### src/rtl/lgt_pkg.sv
`default_nettype none
// ----------------------------------------------------------------------------
// lgt_pkg
// Shared types, constants and helpers of the associated Legendre table block.
// ----------------------------------------------------------------------------
package lgt_pkg;

    localparam int FRAC_BITS = 34;
    localparam int ADDR_W    = 8;
    localparam int K_W       = 5;

    localparam logic signed [63:0] ONE_Q = 64'sh0000_0004_0000_0000;

    typedef enum logic [4:0] {
        S_IDLE,
        S_SQRT,
        S_INIT0,
        S_INIT1,
        S_INIT2,
        S_MTOP,
        S_SPWAIT,
        S_DGWAIT,
        S_OFF,
        S_OFFMUL,
        S_OFFWAIT,
        S_NTOP,
        S_NMUL1,
        S_NW1,
        S_NMUL2,
        S_NW2,
        S_DIVW,
        S_MNEXT,
        S_EMIT
    } t_state;

    typedef enum logic [2:0] {
        W_ONE,
        W_CQ,
        W_S,
        W_ZERO,
        W_PROD,
        W_QUOT
    } t_wsel;

    typedef enum logic [1:0] {
        A_SP,
        A_DF,
        A_KCQ,
        A_K
    } t_asel;

    typedef enum logic [1:0] {
        B_S,
        B_RD,
        B_PROD
    } t_bsel;

    typedef struct packed {
        logic              load;
        logic              we;
        logic [ADDR_W-1:0] waddr;
        t_wsel             wsel;
        logic              re;
        logic [ADDR_W-1:0] raddr;
        logic              mul_start;
        t_asel             asel;
        t_bsel             bsel;
        logic              frac;
        logic [K_W-1:0]    k;
        logic              sp_init;
        logic              sp_load;
        logic              df_step;
        logic              t1_load;
        logic              div_start;
        logic              emit;
        logic [3:0]        emit_n;
        logic [3:0]        emit_m;
        logic              emit_last;
    } t_cmd;

    typedef struct packed {
        logic sqrt_done;
        logic mul_done;
        logic div_done;
        logic s_zero;
    } t_stat;

    // triangular index of (n, m)
    function automatic logic [ADDR_W-1:0] tri_addr(input logic [3:0] n, input logic [3:0] m);
        logic [ADDR_W-1:0] nn;
        nn = {4'b0, n};
        return ((nn * (nn + ADDR_W'(1))) >> 1) + {4'b0, m};
    endfunction

endpackage
`default_nettype wire

### src/rtl/lgt_ctrl.sv
`default_nettype none
// ----------------------------------------------------------------------------
// lgt_ctrl
// Sequencer: square root, diagonal, off-diagonal and recurrence steps per
// order, then the read-out of the table in index order.
// ----------------------------------------------------------------------------
module lgt_ctrl #(
    parameter int MAX_DEGREE = 8
) (
    input  wire logic          i_clk,
    input  wire logic          i_rst_n,
    input  wire logic          start,
    output logic               busy,
    input  wire logic          i_cfg_we,
    input  wire logic [3:0]    i_cfg_wdata,
    input  wire lgt_pkg::t_stat i_stat,
    output lgt_pkg::t_cmd      o_cmd
);

    localparam logic [3:0] MAXD = 4'(MAX_DEGREE);

    lgt_pkg::t_state r_state, n_state;
    logic [3:0] r_dl;
    logic [3:0] r_lim, n_lim;
    logic [3:0] r_n, n_n;
    logic [3:0] r_m, n_m;

    logic [lgt_pkg::K_W-1:0] k_m2m1;
    logic [lgt_pkg::K_W-1:0] k_m2p1;
    logic [lgt_pkg::K_W-1:0] k_n2m1;
    logic [lgt_pkg::K_W-1:0] k_nm1;
    logic [lgt_pkg::K_W-1:0] k_nmm;
    logic                    m_ge2;
    logic                    emit_last;

    always_ff @(posedge i_clk) begin
        if (!i_rst_n) begin
            r_state <= lgt_pkg::S_IDLE;
            r_dl    <= 4'd8;
            r_lim   <= '0;
            r_n     <= '0;
            r_m     <= '0;
        end else begin
            r_state <= n_state;
            r_lim   <= n_lim;
            r_n     <= n_n;
            r_m     <= n_m;
            if (i_cfg_we) begin
                r_dl <= i_cfg_wdata;
            end
        end
    end

    always_comb begin
        k_m2m1    = {r_m, 1'b0} - 5'd1;
        k_m2p1    = {r_m, 1'b0} + 5'd1;
        k_n2m1    = {r_n, 1'b0} - 5'd1;
        k_nm1     = {1'b0, r_n} + {1'b0, r_m} - 5'd1;
        k_nmm     = {1'b0, r_n - r_m};
        m_ge2     = r_m >= 4'd2;
        emit_last = (r_n == r_lim) && (r_m == r_n);

        n_state = r_state;
        n_lim   = r_lim;
        n_n     = r_n;
        n_m     = r_m;
        o_cmd   = '0;

        case (r_state)
            lgt_pkg::S_IDLE: begin
                if (start) begin
                    n_lim      = (r_dl > MAXD) ? MAXD : r_dl;
                    o_cmd.load = 1'b1;
                    n_state    = lgt_pkg::S_SQRT;
                end
            end
            lgt_pkg::S_SQRT: begin
                if (i_stat.sqrt_done) begin
                    n_state = lgt_pkg::S_INIT0;
                end
            end
            lgt_pkg::S_INIT0: begin
                o_cmd.we    = 1'b1;
                o_cmd.waddr = lgt_pkg::tri_addr(4'd0, 4'd0);
                o_cmd.wsel  = lgt_pkg::W_ONE;
                n_state     = lgt_pkg::S_INIT1;
            end
            lgt_pkg::S_INIT1: begin
                o_cmd.we    = 1'b1;
                o_cmd.waddr = lgt_pkg::tri_addr(4'd1, 4'd0);
                o_cmd.wsel  = lgt_pkg::W_CQ;
                n_state     = lgt_pkg::S_INIT2;
            end
            lgt_pkg::S_INIT2: begin
                o_cmd.we      = 1'b1;
                o_cmd.waddr   = lgt_pkg::tri_addr(4'd1, 4'd1);
                o_cmd.wsel    = lgt_pkg::W_S;
                o_cmd.sp_init = 1'b1;
                n_m           = '0;
                n_state       = lgt_pkg::S_MTOP;
            end
            lgt_pkg::S_MTOP: begin
                if (m_ge2) begin
                    o_cmd.df_step = 1'b1;
                    o_cmd.k       = k_m2m1;
                    if (i_stat.s_zero) begin
                        o_cmd.we    = 1'b1;
                        o_cmd.waddr = lgt_pkg::tri_addr(r_m, r_m);
                        o_cmd.wsel  = lgt_pkg::W_ZERO;
                        n_state     = lgt_pkg::S_OFF;
                    end else begin
                        o_cmd.mul_start = 1'b1;
                        o_cmd.asel      = lgt_pkg::A_SP;
                        o_cmd.bsel      = lgt_pkg::B_S;
                        o_cmd.frac      = 1'b1;
                        n_state         = lgt_pkg::S_SPWAIT;
                    end
                end else begin
                    n_state = lgt_pkg::S_OFF;
                end
            end
            lgt_pkg::S_SPWAIT: begin
                if (i_stat.mul_done) begin
                    // diagonal = double factorial times the new sine power
                    o_cmd.sp_load   = 1'b1;
                    o_cmd.mul_start = 1'b1;
                    o_cmd.asel      = lgt_pkg::A_DF;
                    o_cmd.bsel      = lgt_pkg::B_PROD;
                    o_cmd.frac      = 1'b0;
                    n_state         = lgt_pkg::S_DGWAIT;
                end
            end
            lgt_pkg::S_DGWAIT: begin
                if (i_stat.mul_done) begin
                    o_cmd.we    = 1'b1;
                    o_cmd.waddr = lgt_pkg::tri_addr(r_m, r_m);
                    o_cmd.wsel  = lgt_pkg::W_PROD;
                    n_state     = lgt_pkg::S_OFF;
                end
            end
            lgt_pkg::S_OFF: begin
                n_n = r_m + 4'd2;
                if ((r_m >= 4'd1) && (r_m < r_lim)) begin
                    if (m_ge2 && i_stat.s_zero) begin
                        o_cmd.we    = 1'b1;
                        o_cmd.waddr = lgt_pkg::tri_addr(r_m + 4'd1, r_m);
                        o_cmd.wsel  = lgt_pkg::W_ZERO;
                        n_state     = lgt_pkg::S_NTOP;
                    end else begin
                        o_cmd.re    = 1'b1;
                        o_cmd.raddr = lgt_pkg::tri_addr(r_m, r_m);
                        n_state     = lgt_pkg::S_OFFMUL;
                    end
                end else begin
                    n_state = lgt_pkg::S_NTOP;
                end
            end
            lgt_pkg::S_OFFMUL: begin
                o_cmd.mul_start = 1'b1;
                o_cmd.asel      = lgt_pkg::A_KCQ;
                o_cmd.bsel      = lgt_pkg::B_RD;
                o_cmd.frac      = 1'b1;
                o_cmd.k         = k_m2p1;
                n_state         = lgt_pkg::S_OFFWAIT;
            end
            lgt_pkg::S_OFFWAIT: begin
                if (i_stat.mul_done) begin
                    o_cmd.we    = 1'b1;
                    o_cmd.waddr = lgt_pkg::tri_addr(r_m + 4'd1, r_m);
                    o_cmd.wsel  = lgt_pkg::W_PROD;
                    n_state     = lgt_pkg::S_NTOP;
                end
            end
            lgt_pkg::S_NTOP: begin
                if (r_n <= r_lim) begin
                    o_cmd.re    = 1'b1;
                    o_cmd.raddr = lgt_pkg::tri_addr(r_n - 4'd1, r_m);
                    n_state     = lgt_pkg::S_NMUL1;
                end else begin
                    n_state = lgt_pkg::S_MNEXT;
                end
            end
            lgt_pkg::S_NMUL1: begin
                o_cmd.mul_start = 1'b1;
                o_cmd.asel      = lgt_pkg::A_KCQ;
                o_cmd.bsel      = lgt_pkg::B_RD;
                o_cmd.frac      = 1'b1;
                o_cmd.k         = k_n2m1;
                n_state         = lgt_pkg::S_NW1;
            end
            lgt_pkg::S_NW1: begin
                if (i_stat.mul_done) begin
                    o_cmd.t1_load = 1'b1;
                    o_cmd.re      = 1'b1;
                    o_cmd.raddr   = lgt_pkg::tri_addr(r_n - 4'd2, r_m);
                    n_state       = lgt_pkg::S_NMUL2;
                end
            end
            lgt_pkg::S_NMUL2: begin
                o_cmd.mul_start = 1'b1;
                o_cmd.asel      = lgt_pkg::A_K;
                o_cmd.bsel      = lgt_pkg::B_RD;
                o_cmd.frac      = 1'b0;
                o_cmd.k         = k_nm1;
                n_state         = lgt_pkg::S_NW2;
            end
            lgt_pkg::S_NW2: begin
                if (i_stat.mul_done) begin
                    o_cmd.div_start = 1'b1;
                    o_cmd.k         = k_nmm;
                    n_state         = lgt_pkg::S_DIVW;
                end
            end
            lgt_pkg::S_DIVW: begin
                if (i_stat.div_done) begin
                    o_cmd.we    = 1'b1;
                    o_cmd.waddr = lgt_pkg::tri_addr(r_n, r_m);
                    o_cmd.wsel  = lgt_pkg::W_QUOT;
                    n_n         = r_n + 4'd1;
                    n_state     = lgt_pkg::S_NTOP;
                end
            end
            lgt_pkg::S_MNEXT: begin
                if (r_m < r_lim) begin
                    n_m     = r_m + 4'd1;
                    n_state = lgt_pkg::S_MTOP;
                end else begin
                    n_n     = '0;
                    n_m     = '0;
                    n_state = lgt_pkg::S_EMIT;
                end
            end
            lgt_pkg::S_EMIT: begin
                o_cmd.re        = 1'b1;
                o_cmd.raddr     = lgt_pkg::tri_addr(r_n, r_m);
                o_cmd.emit      = 1'b1;
                o_cmd.emit_n    = r_n;
                o_cmd.emit_m    = r_m;
                o_cmd.emit_last = emit_last;
                if (r_m == r_n) begin
                    n_n = r_n + 4'd1;
                    n_m = '0;
                end else begin
                    n_m = r_m + 4'd1;
                end
                if (emit_last) begin
                    n_state = lgt_pkg::S_IDLE;
                end
            end
            default: begin
                n_state = lgt_pkg::S_IDLE;
            end
        endcase
    end

    assign busy = (r_state != lgt_pkg::S_IDLE);

endmodule
`default_nettype wire

### config.mk
export PLATFORM = sky130hd
export DESIGN_NAME = lgt_ctrl
export DESIGN_NICKNAME = d
export VERILOG_FILES = /design/src/rtl/lgt_pkg.sv /design/src/rtl/lgt_ctrl.sv
export SDC_FILE = /design/constraint.sdc
export NUM_CORES = 1
export LEC_CHECK = 0
export ABC_AREA = 0
export BUFFER_PORTS_ARGS = -buffer_cell sky130_fd_sc_hd__buf_2
export CAP_MARGIN = 40
export CORE_MARGIN = 10
export CORE_UTILIZATION = 40
export DETAILED_ROUTE_END_ITERATION = 6
export PLACE_DENSITY = 0.69
export SLEW_MARGIN = 20
export SYNTH_ARGS = -nofsm -noshare
export SYNTH_HDL_FRONTEND = slang
export SYNTH_SLANG_ARGS = --single-unit
### constraint.sdc
create_clock -name i_clk -period 12.5 [get_ports i_clk]
set_input_delay 1.25 -clock i_clk [delete_from_list [all_inputs] [get_ports i_clk]]
set_output_delay 1.25 -clock i_clk [all_outputs]
set_load 0.02 [all_outputs]
# Word-level counts from Yosys, hierarchy flattened
# Cells that the tools add are included.
totals:
  regBits: 21
  elab_cells: 130
op_classes:
  addsub: 21
  n_mul: 5
  order_cmp: 5
  n_eq_ne: 31
  n_mux: 52
  reduce_logical: 11
ops:
  columns: ["cell", "n"]
  rows:
  - ["$pmux W12 S8", 1]
  - ["$pmux W5 S19", 1]
  - ["$mux W12", 6]
  - ["$mux W5", 11]
  - ["$add A7 B4 Y8", 5]
  - ["$eq A5 B4 Y1 const B", 8]
  - ["$mul A4 B5 Y8", 5]
  - ["$mux W4", 9]
  - ["$pmux W9 S4", 1]
  - ["$mux W9", 3]
  - ["$add A4 B1 Y5 const B", 5]
  - ["$pmux W5 S5", 1]
  - ["$pmux W6 S4", 1]
  - ["$ne A2 B2 Y1 const B", 11]
  - ["$mux W21", 1]
  - ["$eq A5 B3 Y1 const B", 4]
  - ["$pmux W4 S4", 1]
  - ["$eq A5 B5 Y1 const B", 3]
  - ["$sub A5 B1 Y5 const B", 3]
  - ["$mux W6", 2]
  - ["$pmux W4 S3", 1]
  - ["$mux W11", 1]
  - ["$eq A5 B2 Y1 const B", 2]
  - ["$mux W10", 1]
  - ["25 further kinds", 38]

# Longest topological paths before layout
# Gate-level depths: netlist of the first run.
logic_depth:
  depth_word: 7
  ltp_mapped: 21
  depth_no_buf: 20

# Worst setup path after synthesis of the first run
# Ideal clock, no wire load.
synth_timing:
  kind: "reg-to-output"
  startpoint: "register r_n[0]"
  endpoint: "output o_cmd[32] (netlist bit)"
  arrival_time_ns: 5.244
  required_ns: 11.250
  path_slack_ns: 6.006
  path_stages_with_launch: 22
  path_buffers: 1
  cell_sequence: "dfxtp_1 inv_1 clkbuf_1 ha_1 inv_1 ha_1 inv_1 ha_1 or2_2 fa_1 inv_1 fa_1 inv_1 fa_1 inv_1 ha_1 a21o_1 a21oi_1 nor4b_1 xor3_1 a22oi_1 o211ai_1"
synth_rtl:
  columns: ["element", "line", "rtl"]
  rows:
  - ["start: declaration", "lgt_ctrl.sv:25", "logic [3:0] r_n, n_n;"]
  - ["start signal: assignment", "lgt_ctrl.sv:46", "r_n <= n_n;"]
  - ["end: declaration", "lgt_ctrl.sv:17", "output lgt_pkg::t_cmd o_cmd"]

==> flow_summary.json, run 1 <==
{
  "critPathMaxFanout": 18,
  "globalRouteMet3Util": 0.0226,
  "netlist.area_leader.share": 0.243,
  "core_area_um2": 14600,
  "slew_headroom": 0.419,
  "grt-ovfl-total": 0,
  "finalMaxSlewViolations": 0,
  "num_antenna_cells": 0,
  "crit_path_start": "r_n[0]",
  "cts_hold_buf": 0,
  "grt_pass1_wl_um": 28300,
  "reg2reg_slack_ns": 8.98,
  "syn_inst": 779,
  "antenna_found_initial": 0,
  "worstReg2RegStart": "r_m[1]",
  "setup_tns_ns": 0,
  "rows": 44,
  "fp.dieW_um": 143,
  "grt_pass1_vias": 5582,
  "cts_buffers": 3,
  "cts_sinks": 21,
  "crit_path_end": "o_cmd[32]",
  "vias_per_cell": 5.54,
  "clk_pin_slew_ns": 0.06,
  "synth_top_cell_by_area": "ha_1",
  "grt_max_degree": 26,
  "synth.top_cells.by_area": "ha_1, fa_1, dfxtp_1",
  "yosysSeqAreaShare": 0.0699,
  "path_class": "flip-flop to output port",
  "vias": 5591,
  "met2_usage": 0.300,
  "hold_path.class": "flip-flop to flip-flop",
  "post-cts-setup-buffers": 0,
  "cap_violations": 0,
  "worstMarginPinSlew_ns": 0.864,
  "multi_input_area_um2": 5140,
  "synth-main-ff-cell": "dfxtp_1",
  "layout_min_cycle_time_ns": 7.51,
  "synthesis.nets": 943,
  "drive_above_1_share": 0.104,
  "final_nets": 991,
  "fmaxAchievable_ghz": 0.133,
  "hpwl_um": 14200,
  "drtAntennaViolNets": 0,
  "cts_root_buffer": "clkbuf_16",
  "die_area_um2": 20400,
  "io_buffers": 60,
  "crit_path_start_kind": "flip-flop",
  "wl_per_cell_um": 17.2,
  "ys_warn_count": 0,
  "routed_wl_um": 17400,
  "status": "completed",
  "yosys-top-cells-count": "ha_1, inv_1, nor2_1",
  "remaining_drc_errors": 0,
  "synthToLayoutAreaGrowth_pct": 9.15,
  "htreeDepth": 1,
  "drtIter0Drc": 437,
  "cts_buffer_depth": 2,
  "ys_async_sr_fraction": 0,
  "post-route-period-util": 0.601,
  "setup_viol": 0,
  "r2r_cells": 8,
  "die_y_um": 143,
  "rsz0062_at_grt": "false",
  "synth.most_common_cell": "ha_1",
  "clock_latency_ns": 0.25,
  "synth_area_um2": 6020,
  "cp_data_required_time_ns": 11.25,
  "regArea_um2": 420,
  "synth.avg_cell_area_um2": 7.73,
  "synth_cell_type_count": 65,
  "arrival_ns": 6.26,
  "busiest_layer": "met2",
  "critPathCaptureType": "output port",
  "synth-edff-count": 0,
  "initial_core_util": 0.411,
  "dr.pass1.iters": 7,
  "synth_seq_cells": 21,
  "cts_tree": "done",
  "ios": 61,
  "grt_util_all_layers": 0.169,
  "clock_skew_ns": 0.00106,
  "cts_resized": 0,
  "hold_viol_final": 0,
  "gp_routability_congestion": 0.915,
  "grtUsageMet1": 0.211,
  "reg2reg_to": "r_n[0]",
  "layout.filler_cells": 1516
}
## layout by cell type, fill, tap and decap left out, types with 3 or more instances in the layout
| cell | synthesis | final |
|---|---|---|
| nand2b_1 | 16 | 16 |
| a22oi_1 | 13 | 13 |
| and3_1 | 3 | 3 |
| o21ai_0 | 34 | 34 |
| fa_1 | 35 | 35 |
| o221ai_1 | 7 | 7 |
| or3_1 | 7 | 7 |
| dfxtp_1 | 21 | 21 |
| nor3_2 | 3 | 3 |
| nor3b_1 | 6 | 6 |
| buf_4 | 2 | 5 |
| xnor2_1 | 41 | 41 |
| buf_2 | 6 | 60 |
| o21bai_1 | 5 | 5 |
| o211ai_1 | 8 | 8 |
| ha_1 | 117 | 117 |
| mux2i_1 | 6 | 6 |
| xor2_1 | 23 | 23 |
| or2_2 | 8 | 8 |
| o22ai_1 | 5 | 5 |
| a21o_1 | 13 | 13 |
| a211oi_1 | 13 | 13 |
| nor2_1 | 78 | 78 |
| nand2_1 | 62 | 62 |
| nor2b_1 | 20 | 20 |
| nor4_1 | 8 | 8 |
| clkbuf_16 | 0 | 3 |
| nand3_1 | 12 | 12 |
| nor3_1 | 7 | 7 |
| a31oi_1 | 3 | 3 |
| a21oi_1 | 40 | 40 |
| and2_1 | 10 | 10 |
| inv_1 | 92 | 92 |
## stage by stage
step	utilization	hold slack [ns]	instances	cell area, um2	setup WS [ns]
2_1_floorplan	-	0.452	779	6020	6.01
3_3_place_gp	0.443	0.468	1005	6480	5.48
3_5_place_dp	0.443	0.472	1005	6480	5.32
4_1_cts	0.448	0.489	1009	6560	5.03
5_1_grt	0.449	0.528	1010	6570	4.69
6_report	0.449	0.492	1010	6570	4.99
## worst min path at each step
stage | startpoint | end | slack, ns | depth (start not counted)
floorplan | r_dl[0] | r_dl[0] | 0.45 | 2
global placement | r_dl[2] | r_dl[2] | 0.47 | 2
detailed placement | r_dl[2] | r_dl[2] | 0.47 | 2
CTS | r_dl[2] | r_dl[2] | 0.49 | 2
global route | r_dl[0] | r_dl[0] | 0.53 | 2
finish | r_dl[2] | r_dl[2] | 0.49 | 2
## layer usage
layer	routed length [um]	up-vias
li1	-	2763
met1	7460	2621
met2	8580	184
met3	1020	23
met4	342	0
met5	0	-
## registers in the layout, summed over array words and instances (netlist names)
| name | flops |
|---|---|
| r_state | 5 |
| r_n | 4 |
| r_dl | 4 |
| r_m | 4 |
| r_lim | 4 |
## worst max-delay path: stages (launching register included)
cell      delay (ns)
dfxtp_1         0.70
inv_1           0.48
ha_1            0.36
inv_1           0.13
ha_1            0.31
inv_1           0.12
ha_1            0.26
or2_2           0.29
fa_1            0.48
inv_1           0.05
fa_1            0.57
inv_1           0.07
fa_1            0.53
inv_1           0.05
ha_1            0.32
a21o_1          0.14
a21oi_1         0.09
nor4b_1         0.32
xor3_1          0.29
a22oi_1         0.16
o211ai_1        0.10
buf_2           0.17
## logic make-up (layout without fill, tap and decap cells)
group           Yosys count  after routing  synth area share
fa+ha+maj               152            152             0.360
flops                    21             21            0.0699
mux                       6              6           0.00998
compound gates          166            166             0.181
buf+inv                 118            165            0.0763
simple gates            251            251             0.206
xor+xnor                 65             65            0.0971
## layout make-up
class                           count  area share
Inverter                           95      0.0543
Tap cell                          184      0.0350
Clock inverter                      1    0.000762
Timing Repair Buffer               66      0.0522
Sequential cell                    21      0.0640
Clock buffer                        3      0.0114
Multi-Input combinational cell    640       0.782
Power of run 1 is left out: the tool's default activity adds up to more than one toggle a clock period on the data nets, which glitch-free logic cannot reach.
==> inputs of run 2 (changes only) <==
- PLACE_DENSITY: 0.69 -> 0.71
- clock period: 12.5 -> 6.4 ns (I/O delays scaled with it)
==> run 2 against run 1 <==
Non-clock buffer count rose by 8. Via count up 1.2%. Global-route usage increased by 0.21 points. Sequential cell count unchanged. Critical endpoint unchanged. Hold slack better by 0.0061 ns. Setup slack worse by 4.6 ns. Highest routed layer unchanged. Cell area grew 0.86%.
==> flow_summary.json, run 2 (synthesis results as in run 1) <==
{
  "fmaxAchievable_ghz": 0.167,
  "worstReg2RegStart": "r_m[1]",
  "cts_resized": 0,
  "worst_slack_ns": 0.407,
  "r2r_cells": 8,
  "hold_viol_final": 0,
  "grt_util_all_layers": 0.171,
  "fin_util": 0.452,
  "dr.pass1.iters": 7,
  "vias": 5658,
  "max_flop_register": "r_state",
  "setup_viol": 0,
  "multi_input_area_um2": 5140,
  "final_cell_mix": "ha_1, inv_1, nor2_1, nand2_1, buf_2",
  "cts_hold_buf": 0,
  "crit_slowest_cell": "fa_1",
  "arrival_ns": 5.35,
  "drtIter0Drc": 404,
  "cts_sinks": 21,
  "hold_path.class": "flip-flop to flip-flop",
  "routed_wl_um": 17200,
  "antenna_found_initial": 0,
  "initial_core_util": 0.411,
  "path_class": "flip-flop to output port",
  "post-route-period-util": 0.936,
  "vias_per_cell": 5.56,
  "critPathMaxFanout": 8,
  "cp_data_required_time_ns": 5.76,
  "layout.filler_cells": 1476,
  "worstSetupPathDepth": 20,
  "fp.dieW_um": 143,
  "worstMarginPinSlew_ns": 0.922,
  "clk_pin_slew_ns": 0.06,
  "regArea_um2": 420,
  "reg2reg_slack_ns": 3.17,
  "crit_path_start": "r_n[2]",
  "cts_root_buffer": "clkbuf_16",
  "cap_violations": 0,
  "cts_tree": "done",
  "hpwl_um": 14300,
  "postPlaceCellArea_um2": 6540,
  "critical-path-max-stage-delay_ns": 0.53,
  "layout_commonest_cell": "ha_1",
  "crit_buf_inv": 5,
  "drtAntennaViolNets": 0,
  "grt_pass1_vias": 5596,
  "hold_path_depth": 2,
  "cpLargestDelayFamily": "adder cells",
  "grt-ovfl-total": 0,
  "crit_path_start_kind": "flip-flop",
  "ios": 61,
  "reg2reg_to": "r_n[1]",
  "die_area_um2": 20400,
  "cts_buffers": 3,
  "rows": 44,
  "crit_path_end": "o_cmd[32]",
  "io_buffers": 60,
  "layout_min_cycle_time_ns": 5.99,
  "status": "completed",
  "pre_cts_ws_ns": 0.694,
  "clock_latency_ns": 0.26,
  "setup_tns_ns": 0,
  "rsz0062_at_grt": "false",
  "synthToLayoutAreaGrowth_pct": 10.1,
  "slew_headroom": 0.380,
  "path_cells": "inv_1, ha_1, a21boi_2, xnor2_1, inv_1, ha_1, nor2_1, fa_1, inv_1, fa_1, inv_1, ha_1, xnor2_1, ha_1, a21oi_1, nor4b_1, xor3_1, a22oi_1, o211ai_1, buf_2",
  "grt_pass1_wl_um": 28600,
  "largest_reg_flops": 5,
  "num_antenna_cells": 0,
  "wl_per_cell_um": 16.9,
  "gp_routability_congestion": 0.926,
  "post-cts-setup-buffers": 0,
  "grt_max_degree": 26,
  "cts_buffer_depth": 2,
  "clock_skew_ns": 0.00316,
  "critPathCaptureType": "output port",
  "drive_above_1_share": 0.112,
  "finalMaxSlewViolations": 0,
  "htreeDepth": 1,
  "fin_area_um2": 6630,
  "remaining_drc_errors": 0,
  "final_nets": 999,
  "core_area_um2": 14600,
  "die_y_um": 143
}
[run 2: final cells by class]
class                   instances  area share
multi-input cells             640       0.776
flip-flops and latches         21      0.0635
repair buffers                 74      0.0602
inverters                      95      0.0538
well taps                     184      0.0347
clock buffers                   3      0.0113
clock inverters                 1    0.000755
[run 2: worst min path at each step]
stage	start	end	slack [ns]
global route	r_lim[3]	r_lim[3]	0.52
global placement	r_dl[2]	r_dl[2]	0.48
CTS	r_dl[2]	r_dl[2]	0.50
floorplan	r_dl[0]	r_dl[0]	0.45
finish	r_dl[2]	r_dl[2]	0.50
detailed placement	r_dl[2]	r_dl[2]	0.48
[run 2: layer usage]
layer  vias to the layer above  GRT usage  wire length [um]
met5                         -          0                 0
met4                         0     0.0619               592
met3                        41     0.0169              1150
met2                       204      0.286              8010
met1                      2625      0.223              7460
li1                       2788          -                 -
[run 2: through the flow]
step | instances | hold slack, ns
after global placement | 1012 | 0.476
after detailed placement | 1013 | 0.481
after global routing | 1018 | 0.522
after floorplan | 779 | 0.452
final | 1018 | 0.498
after CTS | 1017 | 0.499
[run 2: worst reg2reg max path: cells and delay by family (launching register included)]
family          cells  cell delay [ns]
compound gates      3             0.58
fa+ha+maj           1             0.34
buf+inv             2             0.39
flops               1             0.62
simple gates        2             1.17
Power of run 2 is left out for the same reason.
==> inputs of run 3 (changes only) <==
- BUFFER_PORTS_ARGS: -buffer_cell sky130_fd_sc_hd__buf_2 -> not set
- DONT_BUFFER_PORTS: not set -> 1
- PLACE_DENSITY: 0.71 -> 0.67
==> run 3 against run 2 <==
Register-to-register slack worse by 0.22 ns. Via count decreased by 4.6%. Maximum frequency fell by 0.74%. Die area did not move. Setup slack lost 0.045 ns. First-iteration DRC count decreased by 17%. Highest routed layer unchanged. Utilization shrank 1.6 points. Count of clock-buffer cells in the layout unchanged. Cell area shrank 3.6%. Cell count down 5.1%. Clock skew up 0.00088 ns. Largest cell class unchanged.
==> flow_summary.json, run 3 (synthesis results as in run 1) <==
{
  "status": "completed",
  "slew_headroom": 0.406,
  "clock_skew_ns": 0.00404,
  "finalMaxSlewViolations": 0,
  "num_antenna_cells": 0,
  "wl_met2_um": 8100,
  "rsz0062_at_grt": "false",
  "routed_wl_um": 16900,
  "drtIter0Drc": 337,
  "crit_path_end": "o_cmd[32]",
  "ios": 61,
  "grt-ovfl-total": 0,
  "met1Wirelength_um": 7400,
  "cp_data_required_time_ns": 5.76,
  "setup_viol": 0,
  "vias": 5398,
  "layout.filler_cells": 1490,
  "holdWs_ns": 0.443,
  "reg2reg_slack_ns": 2.95,
  "layout_commonest_cell": "ha_1",
  "cts_root_buffer": "clkbuf_16",
  "worstReg2RegStart": "r_m[1]",
  "multi_input_area_um2": 5140,
  "largest_reg_flops": 5,
  "die_area_um2": 20400,
  "grt_pass1_wl_um": 27700,
  "dr.pass1.iters": 5,
  "reg2reg_to": "r_n[1]",
  "clk_pin_slew_ns": 0.06,
  "cts_buffer_depth": 2,
  "initial_core_util": 0.411,
  "cts_buffers": 3,
  "post-cts-setup-buffers": 0,
  "max_flop_register": "r_state",
  "drtAntennaViolNets": 0,
  "gp_routability_congestion": 0.958,
  "cts_sinks": 21,
  "layout_min_cycle_time_ns": 6.04,
  "top_layer": "met4",
  "vias_per_cell": 5.59,
  "grt_max_degree": 26,
  "arrival_ns": 5.40,
  "regArea_um2": 420,
  "die_y_um": 143,
  "wl_met3_um": 976,
  "io_buffers": 0,
  "drive_above_1_share": 0.0550,
  "remaining_drc_errors": 0,
  "antenna_found_initial": 0,
  "wl_per_cell_um": 17.5,
  "clock_latency_ns": 0.26,
  "hold_path.class": "input port to flip-flop",
  "cap_violations": 0,
  "cts_tree": "done",
  "synthToLayoutAreaGrowth_pct": 6.13,
  "path_class": "flip-flop to output port",
  "setup_tns_ns": 0,
  "fin_util": 0.436,
  "post-route-period-util": 0.943,
  "crit_path_start_kind": "flip-flop",
  "fp.dieW_um": 143,
  "hold_viol_final": 0,
  "final_nets": 947,
  "htreeDepth": 1,
  "critPathCaptureType": "output port",
  "crit_path_start": "r_n[2]",
  "grt_util_all_layers": 0.167,
  "r2r_cells": 8,
  "core_area_um2": 14600,
  "cts_hold_buf": 0,
  "fmaxAchievable_ghz": 0.166,
  "rows": 44,
  "cts_resized": 0,
  "hpwl_um": 14000,
  "grt_pass1_vias": 5254,
  "critPathMaxFanout": 8,
  "final_cell_mix": "ha_1, inv_1, nor2_1, nand2_1, xnor2_1",
  "worstMarginPinSlew_ns": 0.882
}
run 3: cell count changes in the layout (fill, tap and decap cells not counted), sizes merged:
cell,delta
clkbuf,-1
buf,-51
run 3: layout make-up:
type,instances,share of cell area
Multi-Input combinational cell,640,0.805
Sequential cell,21,0.0658
Inverter,95,0.0558
Tap cell,184,0.0360
Timing Repair Buffer,22,0.0243
Clock buffer,3,0.0118
Clock inverter,1,0.000784
run 3: per-stage QoR:
stage | cells | area [um2] | setup slack (ns)
finish | 966 | 6390 | 0.362
global route | 966 | 6390 | 0.0208
CTS | 966 | 6390 | 0.391
detailed placement | 962 | 6310 | 0.701
global placement | 957 | 6280 | 0.748
floorplan | 779 | 6020 | 0.516
run 3: worst min-delay path by stage:
stage / depth (start not counted) / from / end
2_1_floorplan: 2 / r_dl[0] / r_dl[0]
4_1_cts: 1 / i_rst_n / r_dl[3]
5_1_grt: 1 / i_rst_n / r_dl[3]
3_3_place_gp: 2 / r_dl[1] / r_dl[1]
6_report: 1 / i_rst_n / r_dl[3]
3_5_place_dp: 2 / r_dl[1] / r_dl[1]
run 3: layer usage:
metal	vias to the layer above	GRT usage
li1	2684	-
met1	2537	0.209
met2	147	0.294
met3	30	0.0242
met4	0	0.0385
met5	-	0
run 3: worst max-delay path, cell delays in order (launching register included):
cell      delay, ns
dfxtp_1        0.52
inv_1          0.25
ha_1           0.27
a21boi_2       0.17
xnor2_1        0.32
inv_1          0.15
ha_1           0.35
nor2_1         0.06
fa_1           0.49
inv_1          0.06
fa_1           0.53
inv_1          0.04
ha_1           0.32
xnor2_1        0.14
ha_1           0.32
a21oi_1        0.10
nor4b_1        0.30
xor3_1         0.28
a22oi_1        0.17
o211ai_1       0.12
buf_4          0.17
Power of run 3 is left out for the same reason.
